`config.mk`:
```
export PLATFORM = sky130hd
export DESIGN_NAME = yuv420_block_to_rgb_converter
export DESIGN_NICKNAME = d
export VERILOG_FILES = /design/src/rtl/y420rgb_pkg.sv /design/src/rtl/y420rgb_chroma.sv /design/src/rtl/y420rgb_lane.sv /design/src/rtl/y420rgb_merge.sv /design/src/rtl/yuv420_block_to_rgb_converter.sv
export SDC_FILE = /design/constraint.sdc
export NUM_CORES = 1
export LEC_CHECK = 0
export BUFFER_PORTS_ARGS = -buffer_cell sky130_fd_sc_hd__buf_2
export CAP_MARGIN = 0
export CELL_PAD_IN_SITES_DETAIL_PLACEMENT = 2
export CELL_PAD_IN_SITES_GLOBAL_PLACEMENT = 2
export CORE_MARGIN = 3
export CORE_UTILIZATION = 39
export DETAILED_ROUTE_END_ITERATION = 10
export PLACE_DENSITY = 0.89
export SLEW_MARGIN = 15
export SYNTH_ARGS = -nofsm -noshare
export SYNTH_HDL_FRONTEND = slang
export SYNTH_SLANG_ARGS = --single-unit
```
`constraint.sdc`:
```
create_clock -name clk_i -period 5.89 [get_ports clk_i]
set_clock_uncertainty 0.05 [all_clocks]
set_input_delay 0.8835 -clock clk_i [delete_from_list [all_inputs] [get_ports clk_i]]
set_output_delay 0.8835 -clock clk_i [all_outputs]
set_load 0.02 [all_outputs]
```
`src/rtl/y420rgb_pkg.sv`:
```
// Shared types and constants for the YUV 4:2:0 block to RGB converter.
// No dependencies; every other file in rtl/ refers to this package.
`default_nettype none

package y420rgb_pkg;

  // Number of pixels in one 2x2 block, one lane each.
  localparam int unsigned LANES = 4;

  // Sample and packed-pixel widths.
  localparam int unsigned SAMPLE_W = 8;
  localparam int unsigned PIXEL_W  = 3 * SAMPLE_W;

  // Signed width of the fixed-point sums. The largest magnitude is the blue sum,
  // which stays inside +/-2^18.
  localparam int unsigned SUM_W = 20;

  // BT.601 integer coefficients and offsets.
  localparam logic signed [SUM_W-1:0] COEF_Y    = SUM_W'(298);
  localparam logic signed [SUM_W-1:0] COEF_R_CR = SUM_W'(409);
  localparam logic signed [SUM_W-1:0] COEF_G_CB = SUM_W'(100);
  localparam logic signed [SUM_W-1:0] COEF_G_CR = SUM_W'(208);
  localparam logic signed [SUM_W-1:0] COEF_B_CB = SUM_W'(516);
  localparam logic signed [SUM_W-1:0] ROUND     = SUM_W'(128);
  localparam logic signed [SUM_W-1:0] LUMA_OFS  = SUM_W'(16);
  localparam logic signed [SUM_W-1:0] CHROMA_OFS = SUM_W'(128);

  // Configuration port geometry and register indexes.
  localparam int unsigned PADDR_W   = 4;
  localparam int unsigned PDATA_W   = 32;
  localparam int unsigned REG_IDX_W = 2;

  localparam logic [REG_IDX_W-1:0] REG_SHOW_LUMA      = 2'd0;
  localparam logic [REG_IDX_W-1:0] REG_SHOW_BLUE_DIFF = 2'd1;
  localparam logic [REG_IDX_W-1:0] REG_SHOW_RED_DIFF  = 2'd2;

  // Per-item chroma contribution, shared by all four lanes.
  typedef struct packed {
    logic signed [SUM_W-1:0] r_term;
    logic signed [SUM_W-1:0] g_term;
    logic signed [SUM_W-1:0] b_term;
    logic                    gray_en;
    logic                    gray_luma;
    logic [SAMPLE_W-1:0]     gray_val;
  } chroma_terms_t;

  // One converted pixel.
  typedef struct packed {
    logic [SAMPLE_W-1:0] r;
    logic [SAMPLE_W-1:0] g;
    logic [SAMPLE_W-1:0] b;
  } pixel_t;

endpackage

`default_nettype wire

```
`src/rtl/y420rgb_chroma.sv`:
```
// Shared chroma stage: masks Cb/Cr and registers their terms for all lanes.
// Depends on y420rgb_pkg.
`default_nettype none

module y420rgb_chroma (
  input  wire logic                                 clk_i,
  input  wire logic                                 show_luma_i,
  input  wire logic                                 show_blue_diff_i,
  input  wire logic                                 show_red_diff_i,
  input  wire logic [y420rgb_pkg::SAMPLE_W-1:0]     chroma_blue_i,
  input  wire logic [y420rgb_pkg::SAMPLE_W-1:0]     chroma_red_i,
  output y420rgb_pkg::chroma_terms_t                terms_o
);

  logic [y420rgb_pkg::SAMPLE_W-1:0]        cb_m;
  logic [y420rgb_pkg::SAMPLE_W-1:0]        cr_m;
  logic signed [y420rgb_pkg::SUM_W-1:0]    d_w;
  logic signed [y420rgb_pkg::SUM_W-1:0]    e_w;
  y420rgb_pkg::chroma_terms_t              terms_d;
  y420rgb_pkg::chroma_terms_t              terms_q;

  always_comb begin
    cb_m = show_blue_diff_i ? chroma_blue_i : '0;
    cr_m = show_red_diff_i ? chroma_red_i : '0;
    d_w  = signed'(y420rgb_pkg::SUM_W'(cb_m)) - y420rgb_pkg::CHROMA_OFS;
    e_w  = signed'(y420rgb_pkg::SUM_W'(cr_m)) - y420rgb_pkg::CHROMA_OFS;

    terms_d.r_term = e_w * y420rgb_pkg::COEF_R_CR + y420rgb_pkg::ROUND;
    terms_d.g_term = y420rgb_pkg::ROUND - d_w * y420rgb_pkg::COEF_G_CB
                     - e_w * y420rgb_pkg::COEF_G_CR;
    terms_d.b_term = d_w * y420rgb_pkg::COEF_B_CB + y420rgb_pkg::ROUND;

    // Exactly one plane shown selects the gray view of that plane.
    terms_d.gray_en   = $onehot({show_luma_i, show_blue_diff_i, show_red_diff_i});
    terms_d.gray_luma = show_luma_i;
    terms_d.gray_val  = show_blue_diff_i ? cb_m : cr_m;
  end

  always_ff @(posedge clk_i) begin
    terms_q <= terms_d;
  end

  assign terms_o = terms_q;

endmodule

`default_nettype wire

```
`src/rtl/y420rgb_lane.sv`:
```
// One pixel lane: luma product, chroma addition, floor shift and clamp, or a gray view.
// Depends on y420rgb_pkg; takes the chroma terms from y420rgb_chroma.
`default_nettype none

module y420rgb_lane (
  input  wire logic                             clk_i,
  input  wire logic                             show_luma_i,
  input  wire logic [y420rgb_pkg::SAMPLE_W-1:0] luma_i,
  input  wire y420rgb_pkg::chroma_terms_t       terms_i,
  output y420rgb_pkg::pixel_t                   pixel_o
);

  logic [y420rgb_pkg::SAMPLE_W-1:0]     y_m;
  logic signed [y420rgb_pkg::SUM_W-1:0] c_w;
  logic signed [y420rgb_pkg::SUM_W-1:0] yprod_d;
  logic signed [y420rgb_pkg::SUM_W-1:0] yprod_q;
  logic [y420rgb_pkg::SAMPLE_W-1:0]     luma_q;
  logic signed [y420rgb_pkg::SUM_W-1:0] sum_r;
  logic signed [y420rgb_pkg::SUM_W-1:0] sum_g;
  logic signed [y420rgb_pkg::SUM_W-1:0] sum_b;
  y420rgb_pkg::pixel_t                  pixel_d;
  y420rgb_pkg::pixel_t                  pixel_q;

  // Negative sums give zero; otherwise drop eight fraction bits and saturate.
  function automatic logic [y420rgb_pkg::SAMPLE_W-1:0] clip_shift(
    input logic signed [y420rgb_pkg::SUM_W-1:0] sum
  );
    logic [y420rgb_pkg::SAMPLE_W-1:0] res;
    if (sum[y420rgb_pkg::SUM_W-1]) begin
      res = '0;
    end else if (|sum[y420rgb_pkg::SUM_W-2:2*y420rgb_pkg::SAMPLE_W]) begin
      res = '1;
    end else begin
      res = sum[2*y420rgb_pkg::SAMPLE_W-1:y420rgb_pkg::SAMPLE_W];
    end
    return res;
  endfunction

  always_comb begin
    y_m     = show_luma_i ? luma_i : '0;
    c_w     = signed'(y420rgb_pkg::SUM_W'(y_m)) - y420rgb_pkg::LUMA_OFS;
    yprod_d = c_w * y420rgb_pkg::COEF_Y;
  end

  always_ff @(posedge clk_i) begin
    yprod_q <= yprod_d;
    luma_q  <= y_m;
  end

  always_comb begin
    sum_r = yprod_q + terms_i.r_term;
    sum_g = yprod_q + terms_i.g_term;
    sum_b = yprod_q + terms_i.b_term;
    if (terms_i.gray_en) begin
      if (terms_i.gray_luma) begin
        pixel_d = '{r: luma_q, g: luma_q, b: luma_q};
      end else begin
        pixel_d = '{r: terms_i.gray_val, g: terms_i.gray_val, b: terms_i.gray_val};
      end
    end else begin
      pixel_d = '{r: clip_shift(sum_r), g: clip_shift(sum_g), b: clip_shift(sum_b)};
    end
  end

  always_ff @(posedge clk_i) begin
    pixel_q <= pixel_d;
  end

  assign pixel_o = pixel_q;

endmodule

`default_nettype wire

```
`src/rtl/y420rgb_merge.sv`:
```
// Merge stage: packs the four lane pixels into 24-bit words and drives the strobe.
// Depends on y420rgb_pkg; fed by the four y420rgb_lane instances.
`default_nettype none

module y420rgb_merge (
  input  wire logic                            clk_i,
  input  wire logic                            rst_ni,
  input  wire logic                            valid_i,
  input  wire y420rgb_pkg::pixel_t             pixels_i [y420rgb_pkg::LANES],
  output logic                                 valid_o,
  output logic [y420rgb_pkg::PIXEL_W-1:0]      words_o [y420rgb_pkg::LANES]
);

  logic                             valid_q;
  logic [y420rgb_pkg::PIXEL_W-1:0]  words_q [y420rgb_pkg::LANES];

  always_ff @(posedge clk_i or negedge rst_ni) begin
    if (!rst_ni) begin
      valid_q <= 1'b0;
    end else begin
      valid_q <= valid_i;
    end
  end

  // Only the strobed cycle carries meaning, so capture only then.
  always_ff @(posedge clk_i) begin
    if (valid_i) begin
      for (int k = 0; k < y420rgb_pkg::LANES; k++) begin
        words_q[k] <= {pixels_i[k].r, pixels_i[k].g, pixels_i[k].b};
      end
    end
  end

  assign valid_o = valid_q;
  assign words_o = words_q;

endmodule

`default_nettype wire

```
`src/rtl/yuv420_block_to_rgb_converter.sv`:
```
// Top level of the YUV 4:2:0 block to RGB converter (BT.601 integer form).
// Depends on y420rgb_pkg, y420rgb_chroma, y420rgb_lane and y420rgb_merge.
//
// The converter takes one 2x2 luma block with its shared Cb and Cr sample in
// every clock cycle and returns the four pixels as packed 24-bit RGB words
// (red 23:16, green 15:8, blue 7:0). busy is always low, so an item is taken
// on every cycle in which start is high. Each item produces exactly one
// result, shown for a single cycle with valid_o high. The receiver cannot
// stall the result, and none is needed: the fixed three-stage pipeline
// (chroma terms and luma products, per-pixel sums with clamping, output
// packing) advances every cycle. Throughput is one item per clock cycle.
// The show_luma, show_blue_diff and show_red_diff registers sit on the
// APB port at byte addresses 0, 4 and 8 and reset to one; they should be
// changed only while no item is in flight.
`default_nettype none

module yuv420_block_to_rgb_converter (
  input  wire logic                                 clk_i,
  input  wire logic                                 rst_ni,

  // Item channel.
  input  wire logic                                 start,
  output logic                                      busy,
  input  wire logic [y420rgb_pkg::SAMPLE_W-1:0]     luma_top_left_i,
  input  wire logic [y420rgb_pkg::SAMPLE_W-1:0]     luma_top_right_i,
  input  wire logic [y420rgb_pkg::SAMPLE_W-1:0]     luma_bottom_left_i,
  input  wire logic [y420rgb_pkg::SAMPLE_W-1:0]     luma_bottom_right_i,
  input  wire logic [y420rgb_pkg::SAMPLE_W-1:0]     chroma_blue_i,
  input  wire logic [y420rgb_pkg::SAMPLE_W-1:0]     chroma_red_i,

  // Result channel.
  output logic                                      valid_o,
  output logic [y420rgb_pkg::PIXEL_W-1:0]           rgb_top_left_o,
  output logic [y420rgb_pkg::PIXEL_W-1:0]           rgb_top_right_o,
  output logic [y420rgb_pkg::PIXEL_W-1:0]           rgb_bottom_left_o,
  output logic [y420rgb_pkg::PIXEL_W-1:0]           rgb_bottom_right_o,

  // Configuration port.
  input  wire logic                                 psel,
  input  wire logic                                 penable,
  input  wire logic                                 pwrite,
  input  wire logic [y420rgb_pkg::PADDR_W-1:0]      paddr,
  input  wire logic [y420rgb_pkg::PDATA_W-1:0]      pwdata,
  output logic [y420rgb_pkg::PDATA_W-1:0]           prdata,
  output logic                                      pready
);

  logic                                  show_luma_q;
  logic                                  show_blue_diff_q;
  logic                                  show_red_diff_q;
  logic                                  cfg_wr;
  logic [y420rgb_pkg::REG_IDX_W-1:0]     cfg_idx;

  logic                                  accept;
  logic                                  stage1_valid_q;
  logic                                  stage2_valid_q;

  logic [y420rgb_pkg::SAMPLE_W-1:0]      luma_w [y420rgb_pkg::LANES];
  y420rgb_pkg::chroma_terms_t            terms;
  y420rgb_pkg::pixel_t                   pixels [y420rgb_pkg::LANES];
  logic [y420rgb_pkg::PIXEL_W-1:0]       words [y420rgb_pkg::LANES];

  // The pipeline never stalls, so the converter is never busy.
  assign busy   = 1'b0;
  assign accept = start && !busy;

  // ---------------------------------------------------------------------------
  // Configuration registers. Every access completes in its access cycle, and
  // only bit 0 of the written data is kept. Writes above the last register
  // are dropped.
  // ---------------------------------------------------------------------------
  assign pready  = 1'b1;
  assign cfg_wr  = psel && penable && pwrite && pready;
  assign cfg_idx = paddr[y420rgb_pkg::PADDR_W-1:2];

  always_ff @(posedge clk_i or negedge rst_ni) begin
    if (!rst_ni) begin
      show_luma_q      <= 1'b1;
      show_blue_diff_q <= 1'b1;
      show_red_diff_q  <= 1'b1;
    end else if (cfg_wr) begin
      unique case (cfg_idx)
        y420rgb_pkg::REG_SHOW_LUMA:      show_luma_q      <= pwdata[0];
        y420rgb_pkg::REG_SHOW_BLUE_DIFF: show_blue_diff_q <= pwdata[0];
        y420rgb_pkg::REG_SHOW_RED_DIFF:  show_red_diff_q  <= pwdata[0];
        default: ;
      endcase
    end
  end

  always_comb begin
    unique case (cfg_idx)
      y420rgb_pkg::REG_SHOW_LUMA:
        prdata = y420rgb_pkg::PDATA_W'(show_luma_q);
      y420rgb_pkg::REG_SHOW_BLUE_DIFF:
        prdata = y420rgb_pkg::PDATA_W'(show_blue_diff_q);
      y420rgb_pkg::REG_SHOW_RED_DIFF:
        prdata = y420rgb_pkg::PDATA_W'(show_red_diff_q);
      default:
        prdata = '0;
    endcase
  end

  // ---------------------------------------------------------------------------
  // Valid tracking for the first two stages; the merge stage owns the last.
  // ---------------------------------------------------------------------------
  always_ff @(posedge clk_i or negedge rst_ni) begin
    if (!rst_ni) begin
      stage1_valid_q <= 1'b0;
      stage2_valid_q <= 1'b0;
    end else begin
      stage1_valid_q <= accept;
      stage2_valid_q <= stage1_valid_q;
    end
  end

  // ---------------------------------------------------------------------------
  // Datapath: one shared chroma unit, four pixel lanes, one merge stage.
  // ---------------------------------------------------------------------------
  assign luma_w[0] = luma_top_left_i;
  assign luma_w[1] = luma_top_right_i;
  assign luma_w[2] = luma_bottom_left_i;
  assign luma_w[3] = luma_bottom_right_i;

  y420rgb_chroma u_chroma (
    .clk_i            (clk_i),
    .show_luma_i      (show_luma_q),
    .show_blue_diff_i (show_blue_diff_q),
    .show_red_diff_i  (show_red_diff_q),
    .chroma_blue_i    (chroma_blue_i),
    .chroma_red_i     (chroma_red_i),
    .terms_o          (terms)
  );

  for (genvar k = 0; k < y420rgb_pkg::LANES; k++) begin : g_lane
    y420rgb_lane u_lane (
      .clk_i       (clk_i),
      .show_luma_i (show_luma_q),
      .luma_i      (luma_w[k]),
      .terms_i     (terms),
      .pixel_o     (pixels[k])
    );
  end

  y420rgb_merge u_merge (
    .clk_i    (clk_i),
    .rst_ni   (rst_ni),
    .valid_i  (stage2_valid_q),
    .pixels_i (pixels),
    .valid_o  (valid_o),
    .words_o  (words)
  );

  assign rgb_top_left_o     = words[0];
  assign rgb_top_right_o    = words[1];
  assign rgb_bottom_left_o  = words[2];
  assign rgb_bottom_right_o = words[3];

  // stage1_valid_q exists only to feed stage2_valid_q; the lanes and chroma
  // stage run freely and the merge stage captures on the strobe.

endmodule

`default_nettype wire

```
==> impl_metrics.env <==
export IMPL_die_area_sq_um=70500
export IMPL_arrival_ns=6.17
export IMPL_numCtsBuffers=41
export IMPL_wire_per_inst_um=29.9
export IMPL_cp_cell_sequence="buf_6 -> nand2_1 -> nand3_1 -> inv_2 -> ha_1 -> ha_1 -> inv_1 -> fa_1 -> fa_1 -> inv_1 -> ha_1 -> o21ai_0 -> a21boi_1 -> o21ai_1 -> a21boi_0 -> o21ai_1 -> a21oi_2 -> o22a_1 -> o21ai_0"
export IMPL_ant_nets=0
export IMPL_synth_top_area_frac=0.241
export IMPL_dp_slack_ns=-0.0520
export IMPL_gp_congestion=0.916
export IMPL_worstSetupPathType="reg2reg"
export IMPL_cp_top_family="adder cells"
export IMPL_routed_wl_um=115000
export IMPL_syn_inst=2728
export IMPL_synth_area_top_cells="ha_1, dfxtp_1, edfxtp_1"
export IMPL_drc=0
export IMPL_syn_to_final_growth_pct=13.5
export IMPL_grt_max_degree=68
export IMPL_antenna_found_initial=12
export IMPL_cts_hold_buf=0
export IMPL_drv_cap=0
export IMPL_synth_ff_latch_count=362
export IMPL_final_util=0.450
export IMPL_synth_async_reset_ratio=0.0166
export IMPL_dp_hpwl_um=83700
export IMPL_worst_pin_slew_ns=1.14
export IMPL_setup_viol=0
export IMPL_cts_tree="yes"
export IMPL_nets=3605
export IMPL_die_x_um=266
export IMPL_synth_area_sq_um=26300
export IMPL_cp_required_ns=6.29
export IMPL_drv_slew=0
export IMPL_rows=94
export IMPL_io_pins=221
export IMPL_timing_fmax_mhz=173
export IMPL_clkLatencyLatePin_ns=0.59
export IMPL_fin_cells=3838
export IMPL_htreeDepth=2
export IMPL_ys_types=77
export IMPL_slowest_delay_ns=0.77
export IMPL_crit_buf_inv=4
export IMPL_track_usage=0.307
export IMPL_fin_area_sq_um=29800
export IMPL_synth_flop_cell="dfxtp_1"
export IMPL_hold_class="in2async"
export IMPL_dpl_cell_area_sq_um=28100
export IMPL_clockRootBuffer="clkbuf_16"
export IMPL_grt_pass1_vias=25592
export IMPL_cp_common_cell="ha_1"
export IMPL_path_clk_slew_ns=0.07
export IMPL_drt_pass1_iterations=5
export IMPL_ys_top_cells_by_count="ha_1, inv_1, dfxtp_1, nor2_1, o21ai_0"
export IMPL_grt_overflow_total=0
export IMPL_fin_crit_sh=0.980
export IMPL_final_min_clock_period_ns=5.78
export IMPL_dr_total_vias=22738
export IMPL_crit_slowest_cell="dfstp_4"
export IMPL_drtIter0Drc=1804
export IMPL_ys_warn_count=0
export IMPL_place_port_buffers=154
export IMPL_clock_path_buffers=3
export IMPL_dp_cells=3749
export IMPL_synth_most_common_cell="ha_1"
export IMPL_outcome="finished, final reports clean"
export IMPL_die_h_um=266
export IMPL_relSlewSlack=0.238
export IMPL_grt_pass1_wl_um=162000
export IMPL_cts_sinks=362
export IMPL_fin_ws_ns=0.115
export IMPL_yosysTopAreaCell="ha_1"
export IMPL_core_area_sq_um=66200
export IMPL_syn_area_per_cell_sq_um=9.63
export IMPL_synth_edf_count=96
export IMPL_start_util=0.397
export IMPL_crit_path_start_kind="flop"
export IMPL_synth_seq_area_share=0.314
export IMPL_drive_gt1_frac=0.110
export IMPL_end_kind="flop"
export IMPL_vias_per_cell=5.92
export IMPL_crit_fanout=13
export IMPL_hold_violations=0
[per-stage QoR]
| stage | hold slack, ns | setup TNS [ns] |
|---|---|---|
| after detailed placement | 0.307 | -0.148 |
| final | 0.100 | 0 |
| after CTS | 0.0797 | 0 |
| after global placement | 0.288 | 0 |
| after global routing | 0.0972 | -0.144 |
| after floorplan | 0.281 | 0 |
[layout make-up]
cell class | count | area (sq um)
Fill cell | 6979 | 36400
Inverter | 294 | 1110
Clock inverter | 25 | 345
Antenna cell | 5 | 12.5
Tap cell | 864 | 1080
Timing Repair Buffer | 191 | 1060
Multi-Input combinational cell | 2047 | 16800
Sequential cell | 362 | 8250
Clock buffer | 50 | 1140
[timing repair]
| action | CTS | global route |
|---|---|---|
| buffers inserted | 1 | 8 |
| setup endpoints to repair | 10 | 17 |
| resized for setup | 2 | 32 |
| pin swaps | 0 | 2 |
[worst paths after layout]
| path | from | depth (start not counted) | slack [ns] | endpoint |
|---|---|---|---|---|
| max in group asynchronous | rst_ni | 1 | 5.46 | show_blue_diff_q |
| worst max register to register | show_luma_q | 19 | 0.11 | g_lane[3].u_lane.yprod_q[18] |
| worst min-delay path | rst_ni | 1 | 0.1 | u_merge.valid_o |
| min in group clk_i | stage1_valid_q | 0 | 0.32 | stage2_valid_q |
| worst min register to register | stage1_valid_q | 0 | 0.32 | stage2_valid_q |
| worst max-delay path | show_luma_q | 19 | 0.11 | g_lane[3].u_lane.yprod_q[18] |
[state kept, by name, indices dropped and copies added (netlist names)]
register               flops
g_lane.u_lane.pixel_o     96
u_merge.words_o           96
g_lane.u_lane.yprod_q     68
u_chroma.terms_o          64
g_lane.u_lane.luma_q      32
show_blue_diff_q           1
show_luma_q                1
show_red_diff_q            1
stage1_valid_q             1
stage2_valid_q             1
u_merge.valid_o            1
[placed cells by master, fill, tap and decap left out, types with 57 or more instances in the layout]
cell type and n:
edfxtp_1 96, ha_1 506, and2_1 70, dfxtp_1 260
nand2_1 130, buf_2 154, a21oi_1 127, xnor2_1 140
inv_1 289, xor2_1 87, nor3_1 57, o21ai_0 161
nor2_1 166, fa_1 72
[logic make-up after synthesis]
logic type      share of synthesized area
flops                               0.314
buf+inv                            0.0548
fa+ha+maj                           0.297
compound gates                      0.139
mux                               0.00614
simple gates                        0.111
xor+xnor                           0.0786
other cells                      0.000286
[per-layer routing]
layer | global-route usage | wire length [um] | part of all wire
met5 | 0 | 41 | 0.00036
met4 | 0.207 | 9420 | 0.082
met3 | 0.0559 | 7370 | 0.064
met2 | 0.531 | 54700 | 0.48
met1 | 0.344 | 43200 | 0.38
Power is not shown: default switching activity piles up to over one toggle a cycle in this logic, so the estimate is an artifact.
